[src/design/frcd_pkg.sv]
// Shared types and constants for the FastCGI record deframer.
// No dependencies; imported by every module of the block.
`default_nettype none

package frcd_pkg;

    localparam int HEADER_BYTES = 8;
    localparam int HC_W         = 4;
    localparam int LONG_BIT     = 7;

    // record types that get special handling
    localparam logic [7:0] TYPE_BEGIN_REQUEST = 8'd1;
    localparam logic [7:0] TYPE_PARAMS        = 8'd4;
    localparam logic [7:0] TYPE_STDIN         = 8'd5;

    // header byte positions
    localparam logic [HC_W-1:0] HDR_TYPE   = 4'd1;
    localparam logic [HC_W-1:0] HDR_ID_HI  = 4'd2;
    localparam logic [HC_W-1:0] HDR_ID_LO  = 4'd3;
    localparam logic [HC_W-1:0] HDR_LEN_HI = 4'd4;
    localparam logic [HC_W-1:0] HDR_LEN_LO = 4'd5;
    localparam logic [HC_W-1:0] HDR_PAD    = 4'd6;
    localparam logic [HC_W-1:0] HDR_LAST   = 4'd7;

    // word class assigned by the framer
    localparam logic [1:0] CLS_NONE   = 2'd0;
    localparam logic [1:0] CLS_PARAMS = 2'd1;
    localparam logic [1:0] CLS_STDIN  = 2'd2;

    // output kind codes
    localparam logic [1:0] KIND_NONE  = 2'd0;
    localparam logic [1:0] KIND_NAME  = 2'd1;
    localparam logic [1:0] KIND_VALUE = 2'd2;
    localparam logic [1:0] KIND_STDIN = 2'd3;

    // pair decoder steps
    localparam logic [1:0] STEP_NAME_LEN  = 2'd0;
    localparam logic [1:0] STEP_VALUE_LEN = 2'd1;
    localparam logic [1:0] STEP_NAME      = 2'd2;
    localparam logic [1:0] STEP_VALUE     = 2'd3;

    // request phase
    localparam logic [1:0] PHASE_IDLE   = 2'd0;
    localparam logic [1:0] PHASE_BEGUN  = 2'd1;
    localparam logic [1:0] PHASE_PARAMS = 2'd2;

    localparam int QUEUE_DEPTH = 4;
    localparam int QUEUE_AW    = $clog2(QUEUE_DEPTH);
    localparam int OUT_DEPTH   = 2;
    localparam int OUT_AW      = $clog2(OUT_DEPTH);

    typedef struct packed {
        logic [7:0]  data;
        logic [1:0]  cls;
        logic        complete;
        logic        rec_empty;
        logic [7:0]  rtype;
        logic [15:0] pending_id;
    } token_t;

    typedef struct packed {
        logic [1:0]  kind;
        logic [7:0]  data_byte;
        logic        pair_end;
        logic        record_end;
        logic [7:0]  record_type;
        logic        request_begin;
        logic        params_done;
        logic        request_done;
        logic        param_error;
        logic [15:0] request_id;
        logic [1:0]  phase;
    } result_t;

endpackage

`default_nettype wire

[src/design/frcd_front.sv]
// Record framer: collects the 8-byte header and counts content and padding.
// Tags each word with its class and record events. Uses frcd_pkg.
`default_nettype none

module frcd_front
    import frcd_pkg::*;
(
    input  wire logic   clk,
    input  wire logic   rst_n,
    input  wire logic   push,
    input  wire logic [7:0] rx_byte,
    output logic        full,
    input  wire logic   q_full,
    output logic        q_push,
    output token_t      q_token
);

    logic [HC_W-1:0] hc_reg, hc_next;
    logic [7:0]      type_reg, type_next;
    logic [15:0]     pid_reg, pid_next;
    logic [15:0]     content_reg, content_next;
    logic [7:0]      pad_reg, pad_next;
    logic            empty_reg, empty_next;
    logic            complete;
    logic [1:0]      cls;
    logic            accept;

    assign full   = q_full;
    assign accept = push && !q_full;

    always_comb
    begin
        hc_next      = hc_reg;
        type_next    = type_reg;
        pid_next     = pid_reg;
        content_next = content_reg;
        pad_next     = pad_reg;
        empty_next   = empty_reg;
        complete     = 1'b0;
        cls          = CLS_NONE;
        if (hc_reg < HC_W'(HEADER_BYTES))
        begin
            case (hc_reg)
                HDR_TYPE:   type_next = rx_byte;
                HDR_ID_HI:  pid_next = {rx_byte, 8'd0};
                HDR_ID_LO:  pid_next = {pid_reg[15:8], rx_byte};
                HDR_LEN_HI: content_next = {rx_byte, 8'd0};
                HDR_LEN_LO: content_next = {content_reg[15:8], rx_byte};
                HDR_PAD:    pad_next = rx_byte;
                default:    ;
            endcase
            hc_next = hc_reg + 1'b1;
            if (hc_reg == HDR_LAST)
            begin
                empty_next = (content_reg == 16'd0);
                complete   = (content_reg == 16'd0) && (pad_reg == 8'd0);
            end
        end
        else if (content_reg != 16'd0)
        begin
            if (type_reg == TYPE_PARAMS)
                cls = CLS_PARAMS;
            else if (type_reg == TYPE_STDIN)
                cls = CLS_STDIN;
            content_next = content_reg - 1'b1;
            complete     = (content_next == 16'd0) && (pad_reg == 8'd0);
        end
        else
        begin
            if (pad_reg != 8'd0)
                pad_next = pad_reg - 1'b1;
            complete = (pad_next == 8'd0);
        end
        if (complete)
            hc_next = '0;
    end

    always_ff @(posedge clk or negedge rst_n)
    begin
        if (!rst_n)
        begin
            hc_reg      <= '0;
            type_reg    <= '0;
            pid_reg     <= '0;
            content_reg <= '0;
            pad_reg     <= '0;
            empty_reg   <= 1'b0;
        end
        else if (accept)
        begin
            hc_reg      <= hc_next;
            type_reg    <= type_next;
            pid_reg     <= pid_next;
            content_reg <= content_next;
            pad_reg     <= pad_next;
            empty_reg   <= empty_next;
        end
    end

    assign q_push = accept;

    always_comb
    begin
        q_token.data       = rx_byte;
        q_token.cls        = cls;
        q_token.complete   = complete;
        q_token.rec_empty  = empty_next;
        q_token.rtype      = type_next;
        q_token.pending_id = pid_next;
    end

endmodule

`default_nettype wire

[src/design/frcd_queue.sv]
// Short queue of classified words between the framer and the decoder.
// Uses token_t from frcd_pkg.
`default_nettype none

module frcd_queue
    import frcd_pkg::*;
(
    input  wire logic   clk,
    input  wire logic   rst_n,
    input  wire logic   push,
    input  wire token_t push_token,
    output logic        full,
    input  wire logic   pop,
    output logic        empty,
    output token_t      head
);

    token_t              mem [QUEUE_DEPTH];
    logic [QUEUE_AW-1:0] wr_reg, rd_reg;
    logic [QUEUE_AW:0]   count_reg, count_next;
    logic                do_push, do_pop;

    assign full    = (count_reg == (QUEUE_AW+1)'(QUEUE_DEPTH));
    assign empty   = (count_reg == '0);
    assign do_push = push && !full;
    assign do_pop  = pop && !empty;
    assign head    = mem[rd_reg];

    always_comb
    begin
        count_next = count_reg;
        if (do_push && !do_pop)
            count_next = count_reg + 1'b1;
        else if (do_pop && !do_push)
            count_next = count_reg - 1'b1;
    end

    always_ff @(posedge clk or negedge rst_n)
    begin
        if (!rst_n)
        begin
            wr_reg    <= '0;
            rd_reg    <= '0;
            count_reg <= '0;
        end
        else
        begin
            count_reg <= count_next;
            if (do_push)
                wr_reg <= wr_reg + 1'b1;
            if (do_pop)
                rd_reg <= rd_reg + 1'b1;
        end
    end

    always_ff @(posedge clk)
    begin
        if (do_push)
            mem[wr_reg] <= push_token;
    end

endmodule

`default_nettype wire

[src/design/frcd_back.sv]
// Pair decoder, request tracking and the result buffer.
// Consumes classified words from frcd_queue; uses frcd_pkg.
`default_nettype none

module frcd_back
    import frcd_pkg::*;
(
    input  wire logic   clk,
    input  wire logic   rst_n,
    input  wire logic   q_empty,
    input  wire token_t q_head,
    output logic        q_pop,
    input  wire logic   pop,
    output logic        empty,
    output result_t     head
);

    logic [1:0]  step_reg, step_next;
    logic [6:0]  name_reg, name_next;
    logic [6:0]  value_reg, value_next;
    logic        err_reg, err_next;
    logic [1:0]  phase_reg, phase_next;
    logic [15:0] id_reg, id_next;
    result_t     res;

    result_t             obuf [OUT_DEPTH];
    logic [OUT_AW-1:0]   owr_reg, ord_reg;
    logic [OUT_AW:0]     ocount_reg;
    logic                out_pop, take;

    assign empty   = (ocount_reg == '0);
    assign out_pop = pop && !empty;
    assign take    = !q_empty &&
                     ((ocount_reg != (OUT_AW+1)'(OUT_DEPTH)) || out_pop);
    assign q_pop   = take;
    assign head    = obuf[ord_reg];

    always_comb
    begin
        step_next  = step_reg;
        name_next  = name_reg;
        value_next = value_reg;
        err_next   = err_reg;
        phase_next = phase_reg;
        id_next    = id_reg;
        res        = '0;

        if (q_head.cls == CLS_STDIN)
            res.kind = KIND_STDIN;
        else if (q_head.cls == CLS_PARAMS && !err_reg)
        begin
            case (step_reg)
                STEP_NAME_LEN:
                begin
                    if (q_head.data[LONG_BIT])
                        err_next = 1'b1;
                    else
                    begin
                        name_next = q_head.data[6:0];
                        step_next = STEP_VALUE_LEN;
                    end
                end
                STEP_VALUE_LEN:
                begin
                    if (q_head.data[LONG_BIT])
                        err_next = 1'b1;
                    else
                    begin
                        value_next = q_head.data[6:0];
                        if (name_reg != 7'd0)
                            step_next = STEP_NAME;
                        else if (q_head.data[6:0] != 7'd0)
                            step_next = STEP_VALUE;
                        else
                        begin
                            step_next    = STEP_NAME_LEN;
                            res.pair_end = 1'b1;
                        end
                    end
                end
                STEP_NAME:
                begin
                    res.kind  = KIND_NAME;
                    name_next = name_reg - 1'b1;
                    if (name_next == 7'd0)
                    begin
                        if (value_reg != 7'd0)
                            step_next = STEP_VALUE;
                        else
                        begin
                            step_next    = STEP_NAME_LEN;
                            res.pair_end = 1'b1;
                        end
                    end
                end
                default:
                begin
                    res.kind   = KIND_VALUE;
                    value_next = value_reg - 1'b1;
                    if (value_next == 7'd0)
                    begin
                        step_next    = STEP_NAME_LEN;
                        res.pair_end = 1'b1;
                    end
                end
            endcase
        end

        // error output shows the flag before any clear by a record event
        res.param_error = err_next;

        if (q_head.complete)
        begin
            res.record_end = 1'b1;
            if (q_head.rtype == TYPE_BEGIN_REQUEST)
            begin
                id_next           = q_head.pending_id;
                phase_next        = PHASE_BEGUN;
                res.request_begin = 1'b1;
            end
            else if (q_head.rtype == TYPE_PARAMS && q_head.rec_empty)
            begin
                phase_next      = PHASE_PARAMS;
                res.params_done = 1'b1;
            end
            else if (q_head.rtype == TYPE_STDIN && q_head.rec_empty)
            begin
                phase_next       = PHASE_IDLE;
                res.request_done = 1'b1;
            end
            if (res.request_begin || res.params_done)
            begin
                step_next  = STEP_NAME_LEN;
                name_next  = '0;
                value_next = '0;
                err_next   = 1'b0;
            end
        end

        res.data_byte   = (res.kind != KIND_NONE) ? q_head.data : 8'd0;
        res.record_type = q_head.rtype;
        res.request_id  = id_next;
        res.phase       = phase_next;
    end

    always_ff @(posedge clk or negedge rst_n)
    begin
        if (!rst_n)
        begin
            step_reg   <= STEP_NAME_LEN;
            name_reg   <= '0;
            value_reg  <= '0;
            err_reg    <= 1'b0;
            phase_reg  <= PHASE_IDLE;
            id_reg     <= '0;
            owr_reg    <= '0;
            ord_reg    <= '0;
            ocount_reg <= '0;
        end
        else
        begin
            if (take)
            begin
                step_reg  <= step_next;
                name_reg  <= name_next;
                value_reg <= value_next;
                err_reg   <= err_next;
                phase_reg <= phase_next;
                id_reg    <= id_next;
                owr_reg   <= owr_reg + 1'b1;
            end
            if (out_pop)
                ord_reg <= ord_reg + 1'b1;
            if (take && !out_pop)
                ocount_reg <= ocount_reg + 1'b1;
            else if (out_pop && !take)
                ocount_reg <= ocount_reg - 1'b1;
        end
    end

    always_ff @(posedge clk)
    begin
        if (take)
            obuf[owr_reg] <= res;
    end

endmodule

`default_nettype wire

[src/design/fastcgi_record_deframer.sv]
// FastCGI record deframer: one byte word in, one result word out per byte.
// Path: an accepted byte is stored in the queue, then decoded into the result buffer.
// Throughput: one byte per cycle; full rises only when the 4-word queue and
// the 2-word result buffer are both backed up by a stalled reader.
// Reset (rst_n, async, active low) clears framing, decoder, phase and all queues.
// Top level; uses frcd_pkg, frcd_front, frcd_queue, frcd_back.
`default_nettype none

module fastcgi_record_deframer
    import frcd_pkg::*;
(
    input  wire logic        clk,
    input  wire logic        rst_n,
    input  wire logic        push,
    output logic             full,
    input  wire logic [7:0]  rx_byte,
    output logic             empty,
    input  wire logic        pop,
    output logic [1:0]       kind,
    output logic [7:0]       data_byte,
    output logic             pair_end,
    output logic             record_end,
    output logic [7:0]       record_type,
    output logic             request_begin,
    output logic             params_done,
    output logic             request_done,
    output logic             param_error,
    output logic [15:0]      request_id,
    output logic [1:0]       phase
);

    logic    q_full, q_push, q_empty, q_pop;
    token_t  q_in, q_head;
    result_t res;

    frcd_front u_front (
        .clk     (clk),
        .rst_n   (rst_n),
        .push    (push),
        .rx_byte (rx_byte),
        .full    (full),
        .q_full  (q_full),
        .q_push  (q_push),
        .q_token (q_in)
    );

    frcd_queue u_queue (
        .clk        (clk),
        .rst_n      (rst_n),
        .push       (q_push),
        .push_token (q_in),
        .full       (q_full),
        .pop        (q_pop),
        .empty      (q_empty),
        .head       (q_head)
    );

    frcd_back u_back (
        .clk     (clk),
        .rst_n   (rst_n),
        .q_empty (q_empty),
        .q_head  (q_head),
        .q_pop   (q_pop),
        .pop     (pop),
        .empty   (empty),
        .head    (res)
    );

    assign kind          = res.kind;
    assign data_byte     = res.data_byte;
    assign pair_end      = res.pair_end;
    assign record_end    = res.record_end;
    assign record_type   = res.record_type;
    assign request_begin = res.request_begin;
    assign params_done   = res.params_done;
    assign request_done  = res.request_done;
    assign param_error   = res.param_error;
    assign request_id    = res.request_id;
    assign phase         = res.phase;

endmodule

`default_nettype wire

[config.mk]
export PLATFORM = sky130hd
export DESIGN_NAME = fastcgi_record_deframer
export DESIGN_NICKNAME = d
export VERILOG_FILES = /design/src/design/frcd_pkg.sv /design/src/design/frcd_front.sv /design/src/design/frcd_queue.sv /design/src/design/frcd_back.sv /design/src/design/fastcgi_record_deframer.sv
export SDC_FILE = /design/constraint.sdc
export NUM_CORES = 1
export LEC_CHECK = 0
export ABC_AREA = 0
export BUFFER_PORTS_ARGS = -buffer_cell sky130_fd_sc_hd__buf_2
export CELL_PAD_IN_SITES_DETAIL_PLACEMENT = 1
export CELL_PAD_IN_SITES_GLOBAL_PLACEMENT = 2
export CORE_ASPECT_RATIO = 0.9
export CORE_MARGIN = 8
export CORE_UTILIZATION = 25
export DETAILED_ROUTE_END_ITERATION = 8
export PLACE_DENSITY_LB_ADDON = 0.12
export SLEW_MARGIN = 20
export SYNTH_ARGS = -nofsm -noshare
export SYNTH_HDL_FRONTEND = slang
export SYNTH_SLANG_ARGS = --single-unit
[constraint.sdc]
create_clock -name clk -period 4.2 [get_ports clk]
set_input_delay 0.84 -clock clk [delete_from_list [all_inputs] [get_ports clk]]
set_output_delay 0.84 -clock clk [all_outputs]
set_load 0.005 [all_outputs]
=== Yosys cells after proc, flatten, opt, wreduce, memory -nomap -nowiden ===
Memories as Yosys holds them, arrays and structs flattened.
Cells that the tools add are included.
W data, S select, Z words.

* $add $sub $neg: 13
* $lt $le $gt $ge: 1
* Equality and inequality tests: 23
* Muxes and demuxes: 90
* Reductions and logical operators: 49

{| class="wikitable"
|+ Operator list
! kind !! count
|-
| $mux W16 || 5
|-
| $mux W8 || 9
|-
| $mux W7 || 10
|-
| $pmux W16 S2 || 2
|-
| $mux W2 || 25
|-
| $eq A8 B3 Y1 const B || 4
|-
| $logic_not A16 Y1 || 2
|-
| $mux W1 || 29
|-
| $pmux W7 S2 || 2
|-
| $reduce_bool A7 Y1 || 3
|-
| $eq A4 B3 Y1 const B || 4
|-
| $logic_not A8 Y1 || 2
|-
| $reduce_bool A16 Y1 || 1
|-
| $sub A16 B1 Y16 const B || 1
|-
| $logic_and A1 B1 Y1 || 14
|-
| $logic_not A7 Y1 || 2
|-
| $sub A7 B1 Y7 const B || 2
|-
| $reduce_bool A2 Y1 || 5
|-
| $mux W3 || 3
|-
| $eq A4 B2 Y1 const B || 2
|-
| $eq A8 B1 Y1 const B || 1
|-
| $logic_not A1 Y1 || 8
|-
| $mux W4 || 2
|-
| $ne A2 B2 Y1 const B || 4
|-
| 25 further kinds || 34
|}

* Register bits after elaboration: 99
* Bits in writable memories: 228
* Input port bits: 12
* Output and inout bits: 44
* Word-level logic and storage cells: 197
* Memories: 2

{| class="wikitable"
|+ Memory list
! memory !! depth !! width !! rd ports !! clocked after Yosys merged registers in !! wr ports !! line !! text
|-
| u_queue.mem || 4 || 36 || 1 || 0 || 1 || frcd_queue.sv:18 || <nowiki>token_t mem [QUEUE_DEPTH];</nowiki>
|-
| u_back.obuf || 2 || 42 || 1 || 0 || 1 || frcd_back.sv:26 || <nowiki>result_t obuf [OUT_DEPTH];</nowiki>
|}

=== Depth between registers and ports, before layout ===
An unclocked memory read counts as a cell.

* Word-level depth: 10
* Depth in mapped cells: 11
* Mapped depth without buffers: 9

=== Cells and area by module ===
A second synthesis with hierarchy kept.

* Cell total of the unflattened synthesis: 1097
* Area, all modules: 15098.2 um^2

{| class="wikitable"
|+ By module, submodules not included
! module !! instances !! cells an instance !! area an instance (um^2) !! sequential area each (um^2)
|-
| frcd_back || 1 || 439 || 5828.1 || 3498.4
|-
| frcd_queue || 1 || 225 || 5622.9 || 4499.3
|-
| frcd_front || 1 || 433 || 3647.2 || 1326.3
|}

=== Worst setup path after synthesis ===
Ideal clock, no wire load.

* Path type: input-to-reg
* Start: in pop
* End: mem u_back.obuf[0][0] in the netlist's numbering (enable)
* Setup time: 442 ps
* Data arrival time: 2998 ps
* Required time: 3758 ps
* Slack: 760 ps
* Stages on the path: 3
* Path buffers: 1
* Cell sequence: o32ai_2 clkbuf_1 nor2_1

* Longest elaborated chain between the ends: 5

{| class="wikitable"
|+ Ends and longest elaborated chain
! item !! line !! text
|-
| start: declaration || fastcgi_record_deframer.sv:18 || <nowiki>input wire logic pop,</nowiki>
|-
| $logic_and A1 B1 Y1 || frcd_back.sv:32 || <nowiki>assign out_pop = pop && !empty;</nowiki>
|-
| $logic_or A1 B1 Y1 || frcd_back.sv:34 || <nowiki>((ocount_reg != (OUT_AW+1)'(OUT_DEPTH)) || out_pop);</nowiki>
|-
| $logic_and A1 B1 Y1 || frcd_back.sv:33 || <nowiki>assign take = !q_empty &&</nowiki>
|-
| $mux W1 || frcd_back.sv:183 || <nowiki>if (take)</nowiki>
|-
| $mux W1 (implied by the code) || frcd_back.sv:184 || <nowiki>obuf[owr_reg] <= res;</nowiki>
|-
| end: declaration || frcd_back.sv:26 ||
|}

No other way between the ends.

=== Worst setup path in the final report ===
* Start: reg u_front.content_reg[0]
* End: reg u_front.content_reg[5]

* Longest elaborated chain between the ends: 3
* Elaborated cells on any way between the ends: 6
* Classes of those cells: add/sub (1); mux (2); reduce/logical (3)

{| class="wikitable"
|+ Ends and longest elaborated chain
! item !! line !! text
|-
| start: declaration || frcd_front.sv:21 || <nowiki>logic [15:0] content_reg, content_next;</nowiki>
|-
| start signal: assignment || frcd_front.sv:94 || <nowiki>content_reg <= content_next;</nowiki>
|-
| $sub A16 B1 Y16 or $reduce_bool A16 Y1 (tied branches) || frcd_front.sv:65, frcd_front.sv:59 ||
|-
| $mux W16 or $reduce_bool A2 Y1 (tied branches) || n/a ||
|-
| $mux W16 or $reduce_and A3 Y1 (tied branches) || n/a ||
|}

Several ways; a longest one is shown, not always the timed one. The select of a mux whose other input is x is not followed.
A chain may end at the register's enable or synchronous reset.

==> out/qor.txt <==
CP Capture Type: flip-flop
Gates resized, CTS repair: 0
CP Max Fanout: 20
routability cong.: 0.724
Ports: 56
antenna violations before repair: 0
largest net degree at the start of global routing: 54
CTS clk-pin slew, worst paths: 0.06 ns
Max clock buf depth: 3
# port buffers: 55
Initial Util: 0.251
#FFs+latches synth: 327
vias in the first global route: 9,862
HP Class: input port to async pin
RSZ-0062 raised after global routing: no
setup bufs post-CTS: 0
Worst EP arrival: 3.53 ns
GRT Total Usage: 0.126
Yosys cell types: 80
met3 routed WL: 1.38 mm
worst ir drop on vdd: 253 uV
CP Data Required Time: 4.63 ns
Yosys warning count: 0
Critical path buffers and inverters: 2
Syn Nets: 1,139
drt first pass iters: 4
antenna diode count: 0
Via density: 4.65
layout cells sized above 1: 0.235
Top Registers: u_queue.mem (144), u_back.obuf (84)
number of synthesized flops with an enable pin: 228
crit-path cells: inv_1, ha_1, or3b_2, nor3_2, a21oi_2, o21ai_2, buf_4, o21ai_1, a221o_1
Critical-path top delay cell: o21ai_2
DRT iter0 DRCs: 526
top routing layer in use: met4
max-slew violation count: 0
metal2 WL: 18.6 mm
clock sink count: 327
Post-Syn Area per Cell: 13.5 um2
Synth Cell Area: 14,900 um2
Most flops, register: u_queue.mem
Max Clk Rate: 322 MHz
total grt overflow: 0
TNS Setup: 0 ns
area added between synthesis and finish: 16.7%
# hold bufs at CTS: 0
Final period util: 0.739
CTS H-tree lvls: 2
max reg flops: 144
clock skew: 0.0187 ns
final antenna-violating net count: 0
Die Ht: 248 um
Max Cap Viol: 0
largest stage delay on the critical path: 0.67 ns
type of the worst setup path: flip-flop to flip-flop
die footprint: 67,700 um2
CTS tree: done
CP delay by family, top: compound AO/OA/AOI/OAI gates
vias post-DR: 9,223
Setup Viol. Count Final: 0
Synth async-reset ratio: 0.303
TritonCTS buffer count: 39
sequential share of the synthesized area: 0.625
crit path launch type: flip-flop
die width: 273 um
Metal-1 WL: 21.6 mm
max_slew headroom: 0.363
drc violations: 0
first-pass GRT wire length: 65.3 mm
Worst Tran Pin Value: 0.956 ns
Tmin final: 3.11 ns
final WL: 42.4 mm
worst-skew pair later-pin latency: 0.55 ns
Gate Count Post-Synth: 1,107
PD cells: 726 nW/um2
final net count: 1,201
root buf cell: clkbuf_16
HPWL after DPL: 27.8 mm
Placement Rows: 85
Lkg Pwr: 6.52 nW
Final Util: 0.293
WL per Instance: 21.4 um
status: finished, final reports clean
Final Hold Fails: 0
CORE AREA: 59,300 um2
Synth Flop Type: edfxtp_1
logic make-up after synthesis:
logic type | share of synthesized area
AOI/OAI and AO/OA | 0.0907
xor gates and xnor gates | 0.0112
adders and majority gates | 0.0173
buffers and inverters | 0.0248
DFF | 0.625
muxes | 0.121
and+or+nand+nor | 0.109
report_power, final:
part,switching (mW),internal [mW]
registers,0.536,4.65
logic,2.41,1.71
clock network,1.40,1.92
cell type report:
class | instances | area (um2)
repair buffers | 83 | 526
well taps | 783 | 980
clock inverters | 17 | 160
fillers | 6389 | 41900
multi-input cells | 692 | 5240
clock buffers | 54 | 1070
inverters | 26 | 97.6
flip-flops and latches | 327 | 9330
final timing paths:
check / start / to / slack, ns / depth (start not counted)
max: u_front.content_reg[0] / u_front.content_reg[5] / 1.09 / 9
min: rst_n / u_back.value_reg[3] / 0.41 / 1
max reg2reg: u_front.content_reg[0] / u_front.content_reg[5] / 1.09 / 9
min reg2reg: u_front.pid_reg[12] / u_front.pid_reg[12] / 0.47 / 2
max in group asynchronous: rst_n / u_back.ord_reg / 2.96 / 2
min in group clk: u_front.pid_reg[12] / u_front.pid_reg[12] / 0.47 / 2
cells in the mapped netlist (10+ instances only):
cell type  count  area (um2)
a21oi_1       35         175
a221o_1       10         100
a22o_1        22         193
and2_1        21         131
buf_2         14        70.1
clkbuf_1      40         150
dfrtp_1       99        2480
edfxtp_1     228        6850
ha_1          19         238
inv_1         26        97.6
mux2_1        10         113
mux2_2        74         833
mux2i_1       12         120
mux4_2        33         743
nand2_1      140         526
nand2b_1      11        68.8
nand3_1       20         100
nor2_1        62         233
nor3_1        20         100
o21ai_0       44         220
xnor2_1       12         105
layout by cell type (no fill, tap or decap), types with 12 or more instances in the layout:
cell and count:
mux2i_1 12, nand2_1 140, mux2_2 74, and2_1 16
o21ai_0 44, nand3_1 20, a22o_1 22, mux4_2 33
ha_1 19, buf_2 54, clkbuf_16 39, nor2_1 61
a21oi_1 35, edfxtp_1 228, buf_4 26, inv_1 26
dfrtp_1 96, xnor2_1 12, nor3_1 20
layer usage:
metal | vias to the layer above | GRT usage
met3 | 51 | 0.0221
met1 | 4768 | 0.185
met5 | - | 0
met2 | 112 | 0.191
met4 | 0 | 0.0329
li1 | 4292 | -
per-stage QoR:
stage               cell area (um2)  hold WS (ns)  setup slack [ns]  power (mW)  cells
floorplan                     14900         0.446             0.760        7.74   1107
global placement              16200         0.459              1.07        9.50   1911
detailed placement            16200         0.463              1.03        9.53   1911
CTS                           17400         0.421             0.995        12.9   1982
global route                  17400         0.458             0.854        13.5   1982
finish                        17400         0.407              1.09        12.6   1982
(Power assumes the default switching activity.)
